`config.mk`:
```
export PLATFORM = sky130hd
export DESIGN_NAME = telegram_frame_receiver
export DESIGN_NICKNAME = d
export VERILOG_FILES = /design/src/tfr_pkg.sv /design/src/telegram_frame_receiver.sv /design/src/tfr_cfg_regs.sv /design/src/tfr_in_stage.sv /design/src/tfr_core.sv /design/src/tfr_out_stage.sv
export SDC_FILE = /design/constraint.sdc
export NUM_CORES = 1
export LEC_CHECK = 0
export BUFFER_PORTS_ARGS = -buffer_cell sky130_fd_sc_hd__clkbuf_2
export CORE_ASPECT_RATIO = 1.4
export CORE_MARGIN = 4
export CORE_UTILIZATION = 40
export DETAILED_ROUTE_END_ITERATION = 10
export PLACE_DENSITY = 0.55
export SKIP_CTS_REPAIR_TIMING = 1
export SLEW_MARGIN = 20
export SYNTH_ARGS = -nofsm -noshare
export SYNTH_HDL_FRONTEND = slang
export SYNTH_SLANG_ARGS = --single-unit
```
`constraint.sdc`:
```
create_clock -name clk -period 9.8 [get_ports clk]
set_clock_uncertainty 0.1 [all_clocks]
set_input_delay 1.47 -clock clk [delete_from_list [all_inputs] [get_ports clk]]
set_output_delay 1.47 -clock clk [all_outputs]
set_load 0.03 [all_outputs]
```
`src/tfr_pkg.sv`:
```
// ----------------------------------------------------------------------------
// tfr_pkg: shared types and helpers for the telegram frame receiver
// Item, result and configuration structs, code enums and the check update.
// ----------------------------------------------------------------------------
`default_nettype none

package tfr_pkg;

  // receive buffer size; a length field above the size less four is rejected at the command byte
  localparam int unsigned FRAME_BUFFER_BYTES = 1024;
  localparam logic [16:0] MAX_LENGTH         = 17'(FRAME_BUFFER_BYTES - 4);

  // configuration register indexes
  localparam int unsigned CFG_IDX_W = 3;
  localparam logic [CFG_IDX_W-1:0] CFG_START_CODE = 3'd0;
  localparam logic [CFG_IDX_W-1:0] CFG_ACK_CODE   = 3'd1;
  localparam logic [CFG_IDX_W-1:0] CFG_NACK_CODE  = 3'd2;
  localparam logic [CFG_IDX_W-1:0] CFG_CRC_POLY   = 3'd3;
  localparam logic [CFG_IDX_W-1:0] CFG_ACK_ONLY   = 3'd4;

  // register reset values
  localparam logic [7:0]  START_CODE_RST = 8'h02;
  localparam logic [7:0]  ACK_CODE_RST   = 8'h06;
  localparam logic [7:0]  NACK_CODE_RST  = 8'h15;
  localparam logic [15:0] CRC_POLY_RST   = 16'h8005;

  // result kinds
  typedef enum logic [2:0] {
    KIND_BODY     = 3'd0,
    KIND_ACK      = 3'd1,
    KIND_NACK     = 3'd2,
    KIND_GOOD     = 3'd3,
    KIND_CRC_BAD  = 3'd4,
    KIND_TOO_LONG = 3'd5,
    KIND_TIMEOUT  = 3'd6
  } kind_t;

  // receive phases
  typedef enum logic [1:0] {
    PH_HUNT   = 2'd0,
    PH_BODY   = 2'd1,
    PH_CHK_LO = 2'd2,
    PH_CHK_HI = 2'd3
  } phase_t;

  typedef struct packed {
    logic [7:0]  start_code;
    logic [7:0]  ack_code;
    logic [7:0]  nack_code;
    logic [15:0] crc_poly;
    logic        ack_only;
  } cfg_t;

  typedef struct packed {
    logic [7:0] rx_byte;
    logic       timed_out;
  } item_t;

  typedef struct packed {
    logic        valid;
    kind_t       kind;
    logic [7:0]  data_byte;
    logic [9:0]  byte_index;
    logic [7:0]  address_byte;
    logic [15:0] frame_length;
    logic        last;
  } result_t;

  // one shift-and-xor check step over the new byte and the byte before it
  function automatic logic [15:0] crc_step(input logic [15:0] crc,
                                           input logic [7:0]  prev,
                                           input logic [7:0]  b,
                                           input logic [15:0] poly);
    logic [15:0] c;
    c = {crc[14:0], 1'b0};
    if (crc[15]) begin
      c = c ^ poly;
    end
    return c ^ {prev, b};
  endfunction

endpackage

`default_nettype wire

```
`src/telegram_frame_receiver.sv`:
```
// ----------------------------------------------------------------------------
// telegram_frame_receiver: start code / address / length / body / check deframer
// Hunts for ack, nack or a frame header in received bytes and streams the body
// followed by a verdict word.
// ----------------------------------------------------------------------------
//
//   channel  direction  handshake          payload
//   in_      slave      tvalid / tready    tdata rx_byte, tuser timed_out
//   out_     master     tvalid / tready    tdata body fields, tuser kind, tlast
//   cfg_     slave      valid / ready      index, data (16 bits)
//
// One word is taken per clock except while a result waits and out_tready is low;
// a word passes the input register, then the result register. The header check
// covers four header bytes and, for a nonzero length, the command byte, in the
// decode cycle. Reset clears the frame state and loads the register defaults
// at once; cfg_ready is always high.
// ----------------------------------------------------------------------------
`default_nettype none

module telegram_frame_receiver #(
  parameter int unsigned FRAME_BUFFER_BYTES = tfr_pkg::FRAME_BUFFER_BYTES
) (
  input  wire logic                          clk,
  input  wire logic                          rst_n,
  input  wire logic                          in_tvalid,
  output logic                               in_tready,
  input  wire logic [7:0]                    in_tdata,  // [7:0] rx_byte
  input  wire logic [0:0]                    in_tuser,  // [0] timed_out
  output logic                               out_tvalid,
  input  wire logic                          out_tready,
  // [7:0] data_byte, [17:8] byte_index, [25:18] address_byte,
  // [41:26] frame_length, [47:42] zero
  output logic [47:0]                        out_tdata,
  output logic [2:0]                         out_tuser, // [2:0] kind
  output logic                               out_tlast,
  input  wire logic                          cfg_valid,
  output logic                               cfg_ready,
  input  wire logic [tfr_pkg::CFG_IDX_W-1:0] cfg_index,
  input  wire logic [15:0]                   cfg_data
);

  tfr_pkg::cfg_t    cfg;
  tfr_pkg::item_t   in_item, item;
  tfr_pkg::result_t res;
  logic             item_valid, take;

  assign in_item.rx_byte   = in_tdata;
  assign in_item.timed_out = in_tuser[0];

  // core advances when the result register is free or draining
  assign take = item_valid && (!out_tvalid || out_tready);

  tfr_cfg_regs u_cfg (
    .clk       (clk),
    .rst_n     (rst_n),
    .cfg_valid (cfg_valid),
    .cfg_ready (cfg_ready),
    .cfg_index (cfg_index),
    .cfg_data  (cfg_data),
    .cfg       (cfg)
  );

  tfr_in_stage u_in (
    .clk        (clk),
    .rst_n      (rst_n),
    .in_tvalid  (in_tvalid),
    .in_tready  (in_tready),
    .in_item    (in_item),
    .take       (take),
    .item_valid (item_valid),
    .item       (item)
  );

  tfr_core #(
    .FRAME_BUFFER_BYTES (FRAME_BUFFER_BYTES)
  ) u_core (
    .clk   (clk),
    .rst_n (rst_n),
    .cfg   (cfg),
    .take  (take),
    .item  (item),
    .res   (res)
  );

  tfr_out_stage u_out (
    .clk        (clk),
    .rst_n      (rst_n),
    .res        (res),
    .out_tvalid (out_tvalid),
    .out_tready (out_tready),
    .out_tuser  (out_tuser),
    .out_tdata  (out_tdata),
    .out_tlast  (out_tlast)
  );

endmodule

`default_nettype wire

```
`src/tfr_cfg_regs.sv`:
```
// ----------------------------------------------------------------------------
// tfr_cfg_regs: configuration registers
// Holds start, ack and nack codes, check polynomial and ack-only mode.
// ----------------------------------------------------------------------------
`default_nettype none

module tfr_cfg_regs (
  input  wire logic                          clk,
  input  wire logic                          rst_n,
  input  wire logic                          cfg_valid,
  output logic                               cfg_ready,
  input  wire logic [tfr_pkg::CFG_IDX_W-1:0] cfg_index,
  input  wire logic [15:0]                   cfg_data,
  output tfr_pkg::cfg_t                      cfg
);

  tfr_pkg::cfg_t cfg_r;
  logic          wr;

  assign cfg_ready = 1'b1;
  assign wr        = cfg_valid;
  assign cfg       = cfg_r;

  // register writes, unknown indexes dropped
  always_ff @(posedge clk) begin
    if (!rst_n) begin
      cfg_r.start_code <= tfr_pkg::START_CODE_RST;
      cfg_r.ack_code   <= tfr_pkg::ACK_CODE_RST;
      cfg_r.nack_code  <= tfr_pkg::NACK_CODE_RST;
      cfg_r.crc_poly   <= tfr_pkg::CRC_POLY_RST;
      cfg_r.ack_only   <= 1'b0;
    end else if (wr) begin
      case (cfg_index)
        tfr_pkg::CFG_START_CODE: cfg_r.start_code <= cfg_data[7:0];
        tfr_pkg::CFG_ACK_CODE:   cfg_r.ack_code   <= cfg_data[7:0];
        tfr_pkg::CFG_NACK_CODE:  cfg_r.nack_code  <= cfg_data[7:0];
        tfr_pkg::CFG_CRC_POLY:   cfg_r.crc_poly   <= cfg_data;
        tfr_pkg::CFG_ACK_ONLY:   cfg_r.ack_only   <= cfg_data[0];
        default: ;
      endcase
    end
  end

endmodule

`default_nettype wire

```
`src/tfr_in_stage.sv`:
```
// ----------------------------------------------------------------------------
// tfr_in_stage: input register
// Captures one received word and holds it until the core takes it.
// ----------------------------------------------------------------------------
`default_nettype none

module tfr_in_stage (
  input  wire logic          clk,
  input  wire logic          rst_n,
  input  wire logic          in_tvalid,
  output logic               in_tready,
  input  wire tfr_pkg::item_t in_item,
  input  wire logic          take,
  output logic               item_valid,
  output tfr_pkg::item_t     item
);

  logic           valid_r;
  tfr_pkg::item_t item_r;

  assign in_tready  = !valid_r || take;
  assign item_valid = valid_r;
  assign item       = item_r;

  // valid flag
  always_ff @(posedge clk) begin
    if (!rst_n) begin
      valid_r <= 1'b0;
    end else if (in_tready) begin
      valid_r <= in_tvalid;
    end
  end

  // payload
  always_ff @(posedge clk) begin
    if (in_tvalid && in_tready) begin
      item_r <= in_item;
    end
  end

endmodule

`default_nettype wire

```
`src/tfr_core.sv`:
```
// ----------------------------------------------------------------------------
// tfr_core: hunt, body and check state with its per-word decode
// Updates the frame state for each taken word and forms its result.
// ----------------------------------------------------------------------------
`default_nettype none

module tfr_core #(
  parameter int unsigned FRAME_BUFFER_BYTES = tfr_pkg::FRAME_BUFFER_BYTES
) (
  input  wire logic           clk,
  input  wire logic           rst_n,
  input  wire tfr_pkg::cfg_t  cfg,
  input  wire logic           take,
  input  wire tfr_pkg::item_t item,
  output tfr_pkg::result_t    res
);

  // longest length field that still fits the receive buffer
  localparam logic [16:0] MAX_LENGTH = 17'(FRAME_BUFFER_BYTES - 4);

  tfr_pkg::phase_t  phase_r, phase_nxt;
  logic [3:0][7:0]  win_r, win_nxt;
  logic [15:0]      count_r, count_nxt;
  logic [15:0]      len_r, len_nxt;
  logic [7:0]       addr_r, addr_nxt;
  logic [15:0]      crc_r, crc_nxt;
  logic [7:0]       prev_r, prev_nxt;
  logic [7:0]       clo_r, clo_nxt;

  logic [7:0]  b;
  logic        is_ack, is_nack, is_header, too_long, body_done, crc_match;
  logic [15:0] hdr_len, count_inc, hdr_crc4, hdr_crc5, body_crc;

  assign b         = item.rx_byte;
  assign is_ack    = (b == cfg.ack_code);
  assign is_nack   = (b == cfg.nack_code);
  assign is_header = !cfg.ack_only && (win_r[0] == cfg.start_code) && win_r[1][7];
  assign hdr_len   = {win_r[3], win_r[2]};
  assign too_long  = {1'b0, hdr_len} > MAX_LENGTH;
  assign count_inc = count_r + 16'd1;
  assign body_done = count_inc >= len_r;
  assign crc_match = ({b, clo_r} == crc_r);

  // check over the four header bytes, with and without the command byte
  always_comb begin
    logic [15:0] c;
    c = tfr_pkg::crc_step(16'h0000, 8'h00, win_r[0], cfg.crc_poly);
    c = tfr_pkg::crc_step(c, win_r[0], win_r[1], cfg.crc_poly);
    c = tfr_pkg::crc_step(c, win_r[1], win_r[2], cfg.crc_poly);
    c = tfr_pkg::crc_step(c, win_r[2], win_r[3], cfg.crc_poly);
    hdr_crc4 = c;
    hdr_crc5 = tfr_pkg::crc_step(c, win_r[3], b, cfg.crc_poly);
  end

  assign body_crc = tfr_pkg::crc_step(crc_r, prev_r, b, cfg.crc_poly);

  // next phase
  always_comb begin
    phase_nxt = phase_r;
    if (item.timed_out) begin
      phase_nxt = tfr_pkg::PH_HUNT;
    end else begin
      case (phase_r)
        tfr_pkg::PH_HUNT: begin
          if (!is_ack && !is_nack && is_header && !too_long) begin
            phase_nxt = (hdr_len > 16'd1) ? tfr_pkg::PH_BODY : tfr_pkg::PH_CHK_LO;
          end
        end
        tfr_pkg::PH_BODY:   if (body_done) phase_nxt = tfr_pkg::PH_CHK_LO;
        tfr_pkg::PH_CHK_LO: phase_nxt = tfr_pkg::PH_CHK_HI;
        tfr_pkg::PH_CHK_HI: phase_nxt = tfr_pkg::PH_HUNT;
        default:            phase_nxt = tfr_pkg::PH_HUNT;
      endcase
    end
  end

  // frame datapath next values
  always_comb begin
    logic clear;
    clear     = 1'b0;
    win_nxt   = win_r;
    count_nxt = count_r;
    len_nxt   = len_r;
    addr_nxt  = addr_r;
    crc_nxt   = crc_r;
    prev_nxt  = prev_r;
    clo_nxt   = clo_r;
    if (item.timed_out) begin
      clear = 1'b1;
    end else begin
      case (phase_r)
        tfr_pkg::PH_HUNT: begin
          if (is_ack || is_nack) begin
            clear = 1'b1;
          end else if (is_header) begin
            if (too_long) begin
              clear = 1'b1;
            end else begin
              addr_nxt  = win_r[1];
              len_nxt   = hdr_len;
              count_nxt = 16'd1;
              if (hdr_len != 16'd0) begin
                crc_nxt  = hdr_crc5;
                prev_nxt = b;
              end else begin
                crc_nxt  = hdr_crc4;
                prev_nxt = win_r[3];
              end
            end
          end else begin
            win_nxt = {b, win_r[3], win_r[2], win_r[1]};
          end
        end
        tfr_pkg::PH_BODY: begin
          crc_nxt   = body_crc;
          prev_nxt  = b;
          count_nxt = count_inc;
        end
        tfr_pkg::PH_CHK_LO: clo_nxt = b;
        tfr_pkg::PH_CHK_HI: clear = 1'b1;
        default:            clear = 1'b1;
      endcase
    end
    if (clear) begin
      win_nxt   = '0;
      count_nxt = '0;
      len_nxt   = '0;
      addr_nxt  = '0;
      crc_nxt   = '0;
      prev_nxt  = '0;
      clo_nxt   = '0;
    end
  end

  // result for the taken word
  always_comb begin
    res              = '0;
    res.kind         = tfr_pkg::KIND_BODY;
    res.address_byte = addr_r;
    res.frame_length = len_r;
    if (item.timed_out) begin
      res.valid = 1'b1;
      res.kind  = tfr_pkg::KIND_TIMEOUT;
      res.last  = 1'b1;
    end else begin
      case (phase_r)
        tfr_pkg::PH_HUNT: begin
          if (is_ack || is_nack) begin
            res.valid     = 1'b1;
            res.kind      = is_ack ? tfr_pkg::KIND_ACK : tfr_pkg::KIND_NACK;
            res.data_byte = b;
            res.last      = 1'b1;
          end else if (is_header) begin
            res.valid        = 1'b1;
            res.data_byte    = b;
            res.address_byte = win_r[1];
            res.frame_length = hdr_len;
            if (too_long) begin
              res.kind = tfr_pkg::KIND_TOO_LONG;
              res.last = 1'b1;
            end
          end
        end
        tfr_pkg::PH_BODY: begin
          res.valid      = 1'b1;
          res.data_byte  = b;
          res.byte_index = count_r[9:0];
        end
        tfr_pkg::PH_CHK_HI: begin
          res.valid     = 1'b1;
          res.kind      = crc_match ? tfr_pkg::KIND_GOOD : tfr_pkg::KIND_CRC_BAD;
          res.data_byte = b;
          res.last      = 1'b1;
        end
        default: ;
      endcase
    end
    res.valid = res.valid && take;
  end

  // state registers
  always_ff @(posedge clk) begin
    if (!rst_n) begin
      phase_r <= tfr_pkg::PH_HUNT;
      win_r   <= '0;
      count_r <= '0;
      len_r   <= '0;
      addr_r  <= '0;
      crc_r   <= '0;
      prev_r  <= '0;
      clo_r   <= '0;
    end else if (take) begin
      phase_r <= phase_nxt;
      win_r   <= win_nxt;
      count_r <= count_nxt;
      len_r   <= len_nxt;
      addr_r  <= addr_nxt;
      crc_r   <= crc_nxt;
      prev_r  <= prev_nxt;
      clo_r   <= clo_nxt;
    end
  end

endmodule

`default_nettype wire

```
`src/tfr_out_stage.sv`:
```
// ----------------------------------------------------------------------------
// tfr_out_stage: result register
// Holds one result word until the downstream side takes it.
// ----------------------------------------------------------------------------
`default_nettype none

module tfr_out_stage (
  input  wire logic             clk,
  input  wire logic             rst_n,
  input  wire tfr_pkg::result_t res,
  output logic                  out_tvalid,
  input  wire logic             out_tready,
  output logic [2:0]            out_tuser,
  output logic [47:0]           out_tdata,
  output logic                  out_tlast
);

  logic             valid_r;
  tfr_pkg::result_t res_r;

  assign out_tvalid = valid_r;
  assign out_tuser  = res_r.kind;
  assign out_tlast  = res_r.last;
  assign out_tdata  = {6'b0, res_r.frame_length, res_r.address_byte,
                       res_r.byte_index, res_r.data_byte};

  // valid flag
  always_ff @(posedge clk) begin
    if (!rst_n) begin
      valid_r <= 1'b0;
    end else if (res.valid) begin
      valid_r <= 1'b1;
    end else if (out_tready) begin
      valid_r <= 1'b0;
    end
  end

  // payload
  always_ff @(posedge clk) begin
    if (res.valid) begin
      res_r <= res;
    end
  end

endmodule

`default_nettype wire

```
After elaboration in Yosys (flattened, before gate mapping). Cells that the tools add are included.

Register bits: 204. Bits of input ports: 33. Output and inout port bits: 55. Word-level logic and storage cells: 168.

Add/subtract/negate cells: 1. $lt $le $gt $ge: 3. Equality and inequality tests: 20. Multiplexer cells: 71. Bitwise gates (word level): 10. Reduce and logical (&&, ||, !) cells: 37.

Operators with widths (number): 2-to-1 mux 16 bit (21); 2-to-1 mux 32 bit (5); bitwise XOR 16 bit (8); 2-to-1 mux 8 bit (15); 2-to-1 mux 24 bit (3); case mux 16 bit (2 select lines) (2); case mux 8 bit (2 select lines) (2); 2-to-1 mux 25 bit (1); equality test 8 bit (3); 2-to-1 mux 12 bit (2); adder 16 x 1 -> 16 bit (second input constant) (1); equality test 16 bit (1); greater-or-equal comparator 16 bit (1); greater-than comparator 16 x 1 -> 1 bit (second input constant) (1); greater-than comparator 16 x 10 -> 1 bit (second input constant) (1); nonzero test 16 bit (1); bitwise XOR 9 x 16 -> 16 bit (1); AND reduction 6 bit (2); 2-to-1 mux 2 bit (5); AND reduction 2 bit (5); logical AND 1 bit (8); case mux 2 bit (4 select lines) (1); nonzero test 2 bit (4); 2-to-1 mux 1 bit (7); 23 further kinds (41).

Longest topological paths before layout. Gate-level depths: netlist of the first run.

Depth in word-level cells: 17. Gate-level depth with buffers: 15. Depth with buffers taken out: 14.

Cells and area by module. Synthesis of the first run repeated with hierarchy kept, for this count alone.

Cells, all modules: 1222. Area total of the unflattened synthesis: 11345.9 um^2.

Modules (own cells, without submodules): tfr_core (times used 1, cells an instance 988, area an instance 7915.1 um^2, seq. area each 2122.0 um^2); tfr_cfg_regs (times used 1, cells an instance 162, area an instance 1620.3 um^2, seq. area each 820.8 um^2); tfr_out_stage (times used 1, cells an instance 56, area an instance 1471.4 um^2, seq. area each 1401.3 um^2); tfr_in_stage (times used 1, cells an instance 14, area an instance 327.8 um^2, seq. area each 290.3 um^2); telegram_frame_receiver (times used 1, cells an instance 2, area an instance 11.3 um^2, seq. area each 0.0 um^2).

Worst setup path after synthesis of the first run. No wires, ideal clock.

Path type: input to output. Start: input port out_tready. End: output port in_tready. Arrival time: 1.812 ns. Required time: 8.230 ns. Setup slack: 6.418 ns. Cell stages on the path: 1. Path buffers: 0. Cell sequence: nand3b_1.

Cells in the longest elaborated chain, start to end: 3.

RTL lines: start, declared (RTL line telegram_frame_receiver.sv:30) `input wire logic out_tready,`; logical OR 1 bit (RTL line telegram_frame_receiver.sv:51) `assign take = item_valid && (!out_tvalid || out_tready);`; logical AND 1 bit (RTL line telegram_frame_receiver.sv:51); logical OR 1 bit (RTL line tfr_in_stage.sv:21) `assign in_tready = !valid_r || take;`; end, declared (RTL line telegram_frame_receiver.sv:26) `output logic in_tready,`.

Every way passes these cells.

Worst setup path in the final report of the first run.
Start: register u_core.win_r[7] (netlist name). End: register u_core.clo_r[4].

Cells in the longest elaborated chain, start to end: 9. Elaborated cells between the ends (all ways): 11. Those cells by class: 2 x eq/ne; 5 x mux; 4 x reduce/logical.

RTL lines: start, declared (RTL line tfr_core.sv:22) `logic [3:0][7:0] win_r, win_nxt;`; start signal, assigned (RTL line tfr_core.sv:194) `win_r <= win_nxt;`; equality test 8 bit * (RTL line tfr_core.sv:37) `assign is_header = !cfg.ack_only && (win_r[0] == cfg.start_code) && win_r[1][7];`; logical AND 1 bit * (2 in series) (RTL line tfr_core.sv:37); 2-to-1 mux 1 bit * (RTL line tfr_core.sv:95) `end else if (is_header) begin`; 2-to-1 mux 1 bit * (RTL line tfr_core.sv:93) `if (is_ack || is_nack) begin`; case mux 1 bit (2 select lines) * (RTL line tfr_core.sv:91) `case (phase_r)`; 2-to-1 mux 1 bit * (RTL line tfr_core.sv:88) `if (item.timed_out) begin`; != test 2 x 1 -> 1 bit (no source line) / nonzero test 2 bit (equally long branches); AND reduction 3 bit (no source line); end signal, assigned (RTL line tfr_core.sv:200) `clo_r <= clo_nxt;`; end, declared (RTL line tfr_core.sv:28) `logic [7:0] clo_r, clo_nxt;`.

Mark *: on every way between the ends. The rest lies on a longest branch, timed or not. A chain may end at the register's enable or synchronous reset.

==> metrics.yaml, run 1 <==
outcome: "finished, final reports clean"
finalHoldViolations: 0
via_per_inst: 5.27
synth_flop_cell: "dfxtp_1"
cts_tree: "done"
start_util_pct: 40.9
finalCritPeriodShare_pct: 41.7
ioPinCount: 88
wl_mm: 30.4
gp_congestion: 0.878
root_buffer: "clkbuf_16"
finalCriticalPeriod_ps: 4090
yosysWarningCount: 0
fp.dieArea_um2: 30600
antenna_found_initial: 0
worstPathRequired_ps: 10100
setup_viol: 0
port_buffers: 80
grt_pass1_wl_mm: 47.4
dieWidth_um: 149
busiest_layer: "met2"
worst_ep_arrival_time_ps: 4380
leakage_nw: 4.43
final_nets: 1323
synth_cells: 1247
design_area_um2: 12300
synth_area_per_cell_um2: 8.92
slew_headroom_pct: 29.1
hp-class: "flop to flop"
fillers: 2781
async_reset_ff_share_pct: 0
vias: 8682
die_h_um: 205
use_met1_pct: 23.9
worstPathMaxFanout: 48
htreeDepth: 1
tns_ps: 0
coreArea_um2: 27200
multi_input_area_um2: 5870
startpoint_type: "flop"
cts_buffer_depth: 3
critPathKind: "flop to flop"
syn_to_final_growth_pct: 10.5
clk_pin_slew_ps: 70
synth-edff-count: 55
r2r_slack_ps: 5710
clock_latency_ps: 510
cts_made_buffers: 22
register_area_um2: 4630
place_area_um2: 11500
cts_sinks: 204
ys_ff_latch: 204
total_power_w: 0.00193
drv_cap: 0
synth-seq-area-share_pct: 41.7
cp-end-kind: "flop"
drv_slew: 0
yosysUniqueCellTypes: 75
ir_worst_vdd_mv: 0.110
power.density_nw_per_um2: 157
grtUsageMet3_pct: 2.03
place.detailed.hpwl_mm: 21.9
wl_per_cell_um: 18.4
drcViolationCount: 0
diodes: 0
overflow: 0
row_count: 71
layout-drive-gt1-share_pct: 12.2
synthesis.area_um2: 11100
track_usage_pct: 19.5
rsz0062_at_grt: "no"
drt_pass1_iterations: 6
fmax_ghz: 0.245
first_global_vias: 8392
tightest_slew_ps: 1060
met2_usage_pct: 34.6
grt_max_degree: 92
ant_nets: 0
drtIter0Drc: 575
registers in the layout, summed over array words and instances (netlist names):
| signal | count |
|---|---|
| u_cfg.cfg | 41 |
| u_core.addr_r | 8 |
| u_core.clo_r | 8 |
| u_core.count_r | 16 |
| u_core.crc_r | 16 |
| u_core.hdr_len | 16 |
| u_core.len_r | 16 |
| u_core.phase_r | 2 |
| u_core.prev_r | 8 |
| u_core.win_r | 16 |
| u_in.item | 9 |
| u_in.item_valid | 1 |
| u_out.out_tdata | 42 |
| u_out.out_tlast | 1 |
| u_out.out_tuser | 3 |
| u_out.out_tvalid | 1 |
metrics by stage:
step	hold slack, ps	util, %	setup slack [ps]	cells
global placement	339	42.5	5850	1609
finish	345	45.2	5710	1649
detailed placement	340	42.5	5750	1609
global route	371	45.2	5390	1649
CTS	349	45.2	5720	1649
floorplan	330	-	6420	1252
worst paths after layout:
path | start | to | cells after the start
max | u_core.win_r[7]$_SDFFE_PN0P_ | u_core.clo_r[4]$_SDFFE_PN0P_ | 9
min | u_core.addr_r[7]$_SDFFE_PN0P_ | u_core.addr_r[7]$_SDFFE_PN0P_ | 2
max reg2reg | u_core.win_r[7]$_SDFFE_PN0P_ | u_core.clo_r[4]$_SDFFE_PN0P_ | 9
min reg2reg | u_core.addr_r[7]$_SDFFE_PN0P_ | u_core.addr_r[7]$_SDFFE_PN0P_ | 2
final cells by class:
class,instances,area share [%]
Multi-Input combinational cell,915,47.7
Sequential cell,204,37.7
Clock buffer,31,5.17
Tap cell,365,3.72
Timing Repair Buffer,86,3.65
Inverter,39,1.19
Clock inverter,9,0.804
layout by cell type, fill, tap and decap left out, types with 26 or more instances in the layout:
cell      Yosys  routed
a21boi_0     45      45
a21boi_1     40      40
clkbuf_2      1      79
dfxtp_1     149     149
edfxtp_1     55      55
inv_1        39      38
nand2_1     233     233
nand3_1      69      69
nor2_1       26      26
nor2b_1      34      34
o21ai_0      36      36
xnor2_1     114     113
xor2_1       47      47
where the power goes:
group / total [W] / switching [W] / internal, W
logic: 0.000182 / 0.000121 / 0.0000600
clock network: 0.000850 / 0.000345 / 0.000505
registers: 0.000900 / 0.0000210 / 0.000879
cells by family after synthesis:
family,synth area share [%]
buffers and inverters,5.85
and+or+nand+nor,21.6
DFF,41.7
xor gates and xnor gates,12.7
other,0.0675
AOI/OAI and AO/OA,14.2
adders and majority gates,2.48
muxes,1.44
Yosys cell counts (4+ instances only):
master / instances / area share (%)
nand3_1: 69 / 3.1
o21ai_1: 9 / 0.41
ha_1: 22 / 2.5
nor2_1: 26 / 0.88
o211ai_1: 6 / 0.41
buf_6: 10 / 1.0
o31ai_1: 4 / 0.27
nor3b_1: 4 / 0.27
xnor2_1: 114 / 9.0
a21oi_1: 23 / 1.0
nand2b_1: 7 / 0.39
buf_2: 27 / 1.2
a21o_1: 8 / 0.54
a22oi_1: 9 / 0.61
nor4_1: 20 / 1.1
a32oi_1: 10 / 0.79
inv_1: 39 / 1.3
nor3_1: 9 / 0.41
a21boi_0: 45 / 3.0
and3_1: 10 / 0.56
dfxtp_1: 149 / 27
buf_4: 11 / 0.74
edfxtp_1: 55 / 15
xor2_1: 47 / 3.7
o21ai_0: 36 / 1.6
a21boi_1: 40 / 2.7
clkbuf_1: 42 / 1.4
nand4_1: 11 / 0.62
nor2b_1: 34 / 1.9
a31oi_1: 4 / 0.23
and2_1: 21 / 1.2
mux2i_1: 7 / 0.63
nand3b_1: 14 / 0.95
nand2_1: 233 / 7.9
mux2_2: 8 / 0.81
critical path, cell delays in order (launching register included):
cell and delay, ps:
dfxtp_1 790, xnor2_1 190, nand4_1 140, nor3_1 520, nand2_1 180, a311o_2 810
inv_1 570, o21ai_1 340, a22oi_1 250, nor2b_1 60
per-layer routing:
| layer | wire length (um) | share of wire [%] |
|---|---|---|
| met1 | 12500 | 41 |
| met2 | 15300 | 50 |
| met5 | 0 | 0 |
| met3 | 1160 | 3.8 |
| met4 | 1360 | 4.5 |
Power figures use the tool's default switching activity.
==> run 2, diff against run 1 <==
Clock period 9.8 ns to 4 ns, I/O delays scaled along.
==> metrics.yaml, run 2 (same netlist as run 1, synthesis figures left out) <==
outcome: "finished, final reports clean"
place.detailed.hpwl_mm: 21.8  # -0.11%
cts_buffer_depth: 3  # unchanged
drv_cap: 0  # unchanged
r2r_slack_ps: 650  # -5060 ps
critPathKind: "flop to flop"
first_global_vias: 8204  # -2.2%
tightest_slew_ps: 876  # -187 ps
port_buffers: 80  # unchanged
coreArea_um2: 27200  # unchanged
antenna_found_initial: 0  # unchanged
dp.cells: 1627  # +1.1%
drt_pass1_iterations: 5  # -1
worstPathCellList: "ha_1 > and3_2 > and3_4 > and3_4 > and3_1 > nand2_1 > xnor2_1 > ha_1 > nand3_1 > o2111ai_1 > a41oi_1 > a311oi_1 > mux2i_1"
fmax_ghz: 0.299  # +22%
clock_latency_ps: 510  # about the same
p_int_w: 0.00351  # +140%
drcViolationCount: 0  # unchanged
worstPathMaxFanout: 5  # -90%
ir_worst_vdd_mv: 0.245  # +120%
gp_congestion: 0.869  # -0.98%
r2r_cells: 13  # +4
cts_made_buffers: 23  # +4.5%
power.density_nw_per_um2: 378  # +140%
fin_util_pct: 45.7  # +0.47 points
reg2reg_from: "u_core.count_r[0]$_SDFFE_PN0P_"
setup_viol: 0  # unchanged
ant_nets: 0  # unchanged
final_nets: 1342  # +1.4%
final_common_cell: "nand2_1"
clockPowerShare_pct: 43.4  # -0.6 points
rsz0062_at_grt: "no"
slowest_stage: "a311oi_1"
finalCritPeriodShare_pct: 83.7  # +42 points
grt_pass1_wl_mm: 47.7  # +0.70%
leakage_nw: 4.52  # +1.9%
startpoint_type: "flop"
switching_power_w: 0.00118  # +140%
worstPathRequired_ps: 4330  # -5770 ps
worstHoldEndpoint: "u_in.item[1]$_DFFE_PP_"
fillers: 2777  # -0.14%
syn_to_final_growth_pct: 11.7
final_cell_mix: "nand2_1, dfxtp_1, xnor2_1, clkbuf_2, nand3_1"
overflow: 0  # unchanged
p_sw_share_pct: 25.2  # -0.048 points
holdPathStages: 1  # -1
cp_top_family: "simple AND/OR/NAND/NOR gates"
slew_headroom_pct: 41.5  # +12 points
dieWidth_um: 149  # unchanged
hp-class: "primary input to flop"
grt_max_degree: 78  # -15%
finalNonFillerCells: 1666  # +1.0%
root_buffer: "clkbuf_16"
die_h_um: 205  # unchanged
critPathBufInv: 0  # -1
cpPeakStageDelay_ps: 440  # -370 ps
clk_pin_slew_ps: 60  # about the same
vias: 8622  # -0.69%
hold_start: "in_tdata[0]"
r2r-end: "u_core.phase_r[0]$_SDFFE_PN0P_"
track_usage_pct: 19.7  # +0.18 points
ioPinCount: 88  # unchanged
seqPwrFrac_pct: 46.8  # +0.2 points
finalCriticalPeriod_ps: 3350  # -741 ps
worst_ep_arrival_time_ps: 3680  # -700 ps
via_per_inst: 5.18  # -1.7%
wl_mm: 30.3  # -0.34%
finalHoldViolations: 0  # unchanged
p_comb_share_pct: 9.8  # +0.4 points
drv_slew: 0  # unchanged
cts_sinks: 204  # unchanged
layout-drive-gt1-share_pct: 13.4  # +1.1 points
htreeDepth: 1  # unchanged
fp.dieArea_um2: 30600  # unchanged
cp-end-kind: "flop"
tns_ps: 0  # unchanged
wl_per_cell_um: 18.2  # -1.4%
largest_register_ffs: 42  # unchanged
cts_tree: "done"
row_count: 71  # unchanged
start_util_pct: 40.9  # unchanged
diodes: 0  # unchanged
drtIter0Drc: 547  # -4.9%
## run 2: cell count changes in the layout (fill, tap and decap cells not counted), moves of 2 or more
cell      before  now
clkbuf_8       3    1
buf_12         0    2
buf_4          7   23
clkinv_2       3    6
## run 2: worst reg2reg max path, cell delays in order, from the launching register on
cell,delay [ps]
dfxtp_1,410
ha_1,250
and3_2,250
and3_4,220
and3_4,210
and3_1,260
nand2_1,90
xnor2_1,150
ha_1,310
nand3_1,100
o2111ai_1,210
a41oi_1,80
a311oi_1,440
mux2i_1,220
## run 2: layer usage
layer / track usage [%] / wire length, um
met1: 24.3 / 12500
met4: 6.22 / 930
met3: 2.14 / 1000
met5: 0 / 0
met2: 35.8 / 15800
## run 2: through the flow
stage          setup WS (ps)  hold WS (ps)  cell area (um2)  total power, W
3_5_place_dp             642           347            11700         0.00271
3_3_place_gp             692           338            11700         0.00271
2_1_floorplan            839           330            11100         0.00257
4_1_cts                  646           151            12400         0.00476
5_1_grt                  305           152            12400         0.00488
6_report                 652           171            12400         0.00470
## run 2: cell type report
cell class | count | area (um2) | share of cell area [%]
sequential | 204 | 4630 | 37.3
clock buffer | 28 | 604 | 4.87
multi-input combinational | 915 | 5850 | 47.1
clock inverter | 11 | 113 | 0.907
tap | 365 | 457 | 3.68
inverter | 39 | 146 | 1.18
timing repair buffer | 104 | 608 | 4.90
## run 2: power groups by stage
stage / combinational [W] / clock, W / sequential [W]
after detailed placement: 0.000463 / 0 / 0.00224
final: 0.000461 / 0.00204 / 0.00220
after global routing: 0.000504 / 0.00217 / 0.00220
after CTS: 0.000465 / 0.00210 / 0.00220
after floorplan: 0.000335 / 0 / 0.00223
after global placement: 0.000464 / 0 / 0.00224
## run 2: worst max path at each step
stage | from | end | slack [ps] | cells after the start
global placement | u_core.count_r[0]$_SDFFE_PN0P_ | u_core.phase_r[0]$_SDFFE_PN0P_ | 690 | 14
finish | u_core.count_r[0]$_SDFFE_PN0P_ | u_core.phase_r[0]$_SDFFE_PN0P_ | 650 | 13
CTS | u_core.count_r[0]$_SDFFE_PN0P_ | u_core.phase_r[0]$_SDFFE_PN0P_ | 650 | 13
detailed placement | u_core.count_r[0]$_SDFFE_PN0P_ | u_core.phase_r[1]$_SDFFE_PN0P_ | 640 | 13
global route | u_core.count_r[0]$_SDFFE_PN0P_ | u_core.phase_r[0]$_SDFFE_PN0P_ | 310 | 13
floorplan | u_core.count_r[0]$_SDFFE_PN0P_ | u_core.phase_r[0]$_SDFFE_PN0P_ | 840 | 15
==> run 3, diff against run 2 <==
Clock period 4 ns to 3.3 ns, I/O delays scaled along.
==> metrics.yaml, run 3 (same netlist as run 1, synthesis figures left out) <==
outcome: "finished, final reports clean"
leakage_nw: 4.59  # +1.6%
row_count: 71  # unchanged
start_util_pct: 40.9  # unchanged
finalNonFillerCells: 1683  # +1.0%
cp.depth: 8  # -5
finalCritPeriodShare_pct: 93.1  # +9.4 points
holdPathStages: 1  # unchanged
slew_headroom_pct: 48.5  # +7.1 points
cts_made_buffers: 22  # -4.3%
rsz0062_at_grt: "no"
port_buffers: 80  # unchanged
drv_slew: 0  # unchanged
cp-end-kind: "flop"
first_global_vias: 8681  # +5.8%
grt_max_degree: 59  # -24%
ant_nets: 0  # unchanged
fp.dieArea_um2: 30600  # unchanged
drcViolationCount: 0  # unchanged
slowest_stage: "a21o_1"
fmax_ghz: 0.325  # +9.0%
worst_ep_arrival_time_ps: 3390  # -290 ps
hp-class: "primary input to flop"
final_common_cell: "nand2_1"
overflow: 0  # unchanged
coreArea_um2: 27200  # unchanged
largest_register_ffs: 42  # unchanged
via_per_inst: 5.16  # -0.36%
tns_ps: 0  # unchanged
startpoint_type: "flop"
antenna_found_initial: 0  # unchanged
power.density_nw_per_um2: 452  # +20%
diodes: 0  # unchanged
gp_congestion: 0.899  # +3.4%
finalHoldViolations: 0  # unchanged
wl_per_cell_um: 18.0  # -0.95%
finalCriticalPeriod_ps: 3070  # -275 ps
drt_pass1_iterations: 5  # unchanged
grt_pass1_wl_mm: 48.1  # +0.72%
syn_to_final_growth_pct: 13.2
clk_pin_slew_ps: 60  # about the same
cts_buffer_depth: 3  # unchanged
cts_sinks: 204  # unchanged
critPathBufInv: 0  # unchanged
cts_tree: "done"
final_nets: 1357  # +1.1%
layout-drive-gt1-share_pct: 14.5  # +1.1 points
root_buffer: "clkbuf_16"
clock_latency_ps: 510  # about the same
worstPathRequired_ps: 3620  # -710 ps
ir_worst_vdd_mv: 0.323  # +32%
cpPeakStageDelay_ps: 680  # +240 ps
r2r_cells: 8  # -5
cp_top_family: "compound AO/OA/AOI/OAI gates"
drtIter0Drc: 524  # -4.2%
place.detailed.hpwl_mm: 22.4  # +2.7%
dieWidth_um: 149  # unchanged
worstPathCellList: "xor2_1 > nor4_2 > and2_2 > a21oi_2 > a311o_2 > a21o_1 > nand2_1 > a21boi_0"
ioPinCount: 88  # unchanged
htreeDepth: 1  # unchanged
setup_viol: 0  # unchanged
drv_cap: 0  # unchanged
wl_mm: 30.3  # about the same
final_cell_mix: "nand2_1, dfxtp_1, xnor2_1, clkbuf_2, nand3_1"
dp.cells: 1643  # +0.98%
tightest_slew_ps: 766  # -110 ps
vias: 8679  # +0.66%
total_power_w: 0.00569  # +21%
die_h_um: 205  # unchanged
track_usage_pct: 19.8  # +0.11 points
worstPathMaxFanout: 24  # +19
fillers: 2716  # -2.2%
critPathKind: "flop to flop"
## run 3: final timing paths
kind | startpoint | to | slack, ps
max reg2reg | u_in.item[2]$_DFFE_PP_ | u_core.len_r[2]$_SDFFE_PN0P_ | 230
max | u_in.item[2]$_DFFE_PP_ | u_core.len_r[2]$_SDFFE_PN0P_ | 230
min | in_tdata[1] | u_in.item[2]$_DFFE_PP_ | 60
min reg2reg | u_core.addr_r[7]$_SDFFE_PN0P_ | u_core.addr_r[7]$_SDFFE_PN0P_ | 350
## run 3: cell type report
class,instances,area [um2],share of cell area (%)
well taps,365,457,3.63
flip-flops and latches,204,4630,36.8
inverters,39,146,1.16
repair buffers,120,741,5.89
multi-input cells,915,5890,46.8
clock buffers,34,627,4.98
clock inverters,6,82.6,0.656
## run 3: layer usage
layer  global-route usage (%)  vias to the layer above  share of wire [%]
met2                     35.8                      161                 52
li1                         -                     4358                  -
met3                     2.09                       56                3.5
met1                     24.0                     4104                 41
met5                        0                        -                  0
met4                     7.69                        0                3.9
## run 3: power by group
| part | total, W | switching [W] | internal, W | leakage [nW] |
|---|---|---|---|---|
| logic | 0.000582 | 0.000379 | 0.000203 | 2.49 |
| clock network | 0.00245 | 0.000987 | 0.00146 | 0.344 |
| registers | 0.00266 | 0.0000476 | 0.00261 | 1.76 |
| total | 0.00569 | 0.00141 | 0.00428 | 4.59 |
## run 3: through the flow
stage	worst slack (ps)	util, %	instance area (um2)	hold slack (ps)
6_report	228	46.3	12600	63.9
5_1_grt	34.8	46.3	12600	36.5
4_1_cts	12.5	46.1	12500	42.9
3_5_place_dp	28.3	43.5	11800	344
3_3_place_gp	111	43.5	11800	338
2_1_floorplan	139	-	11100	330
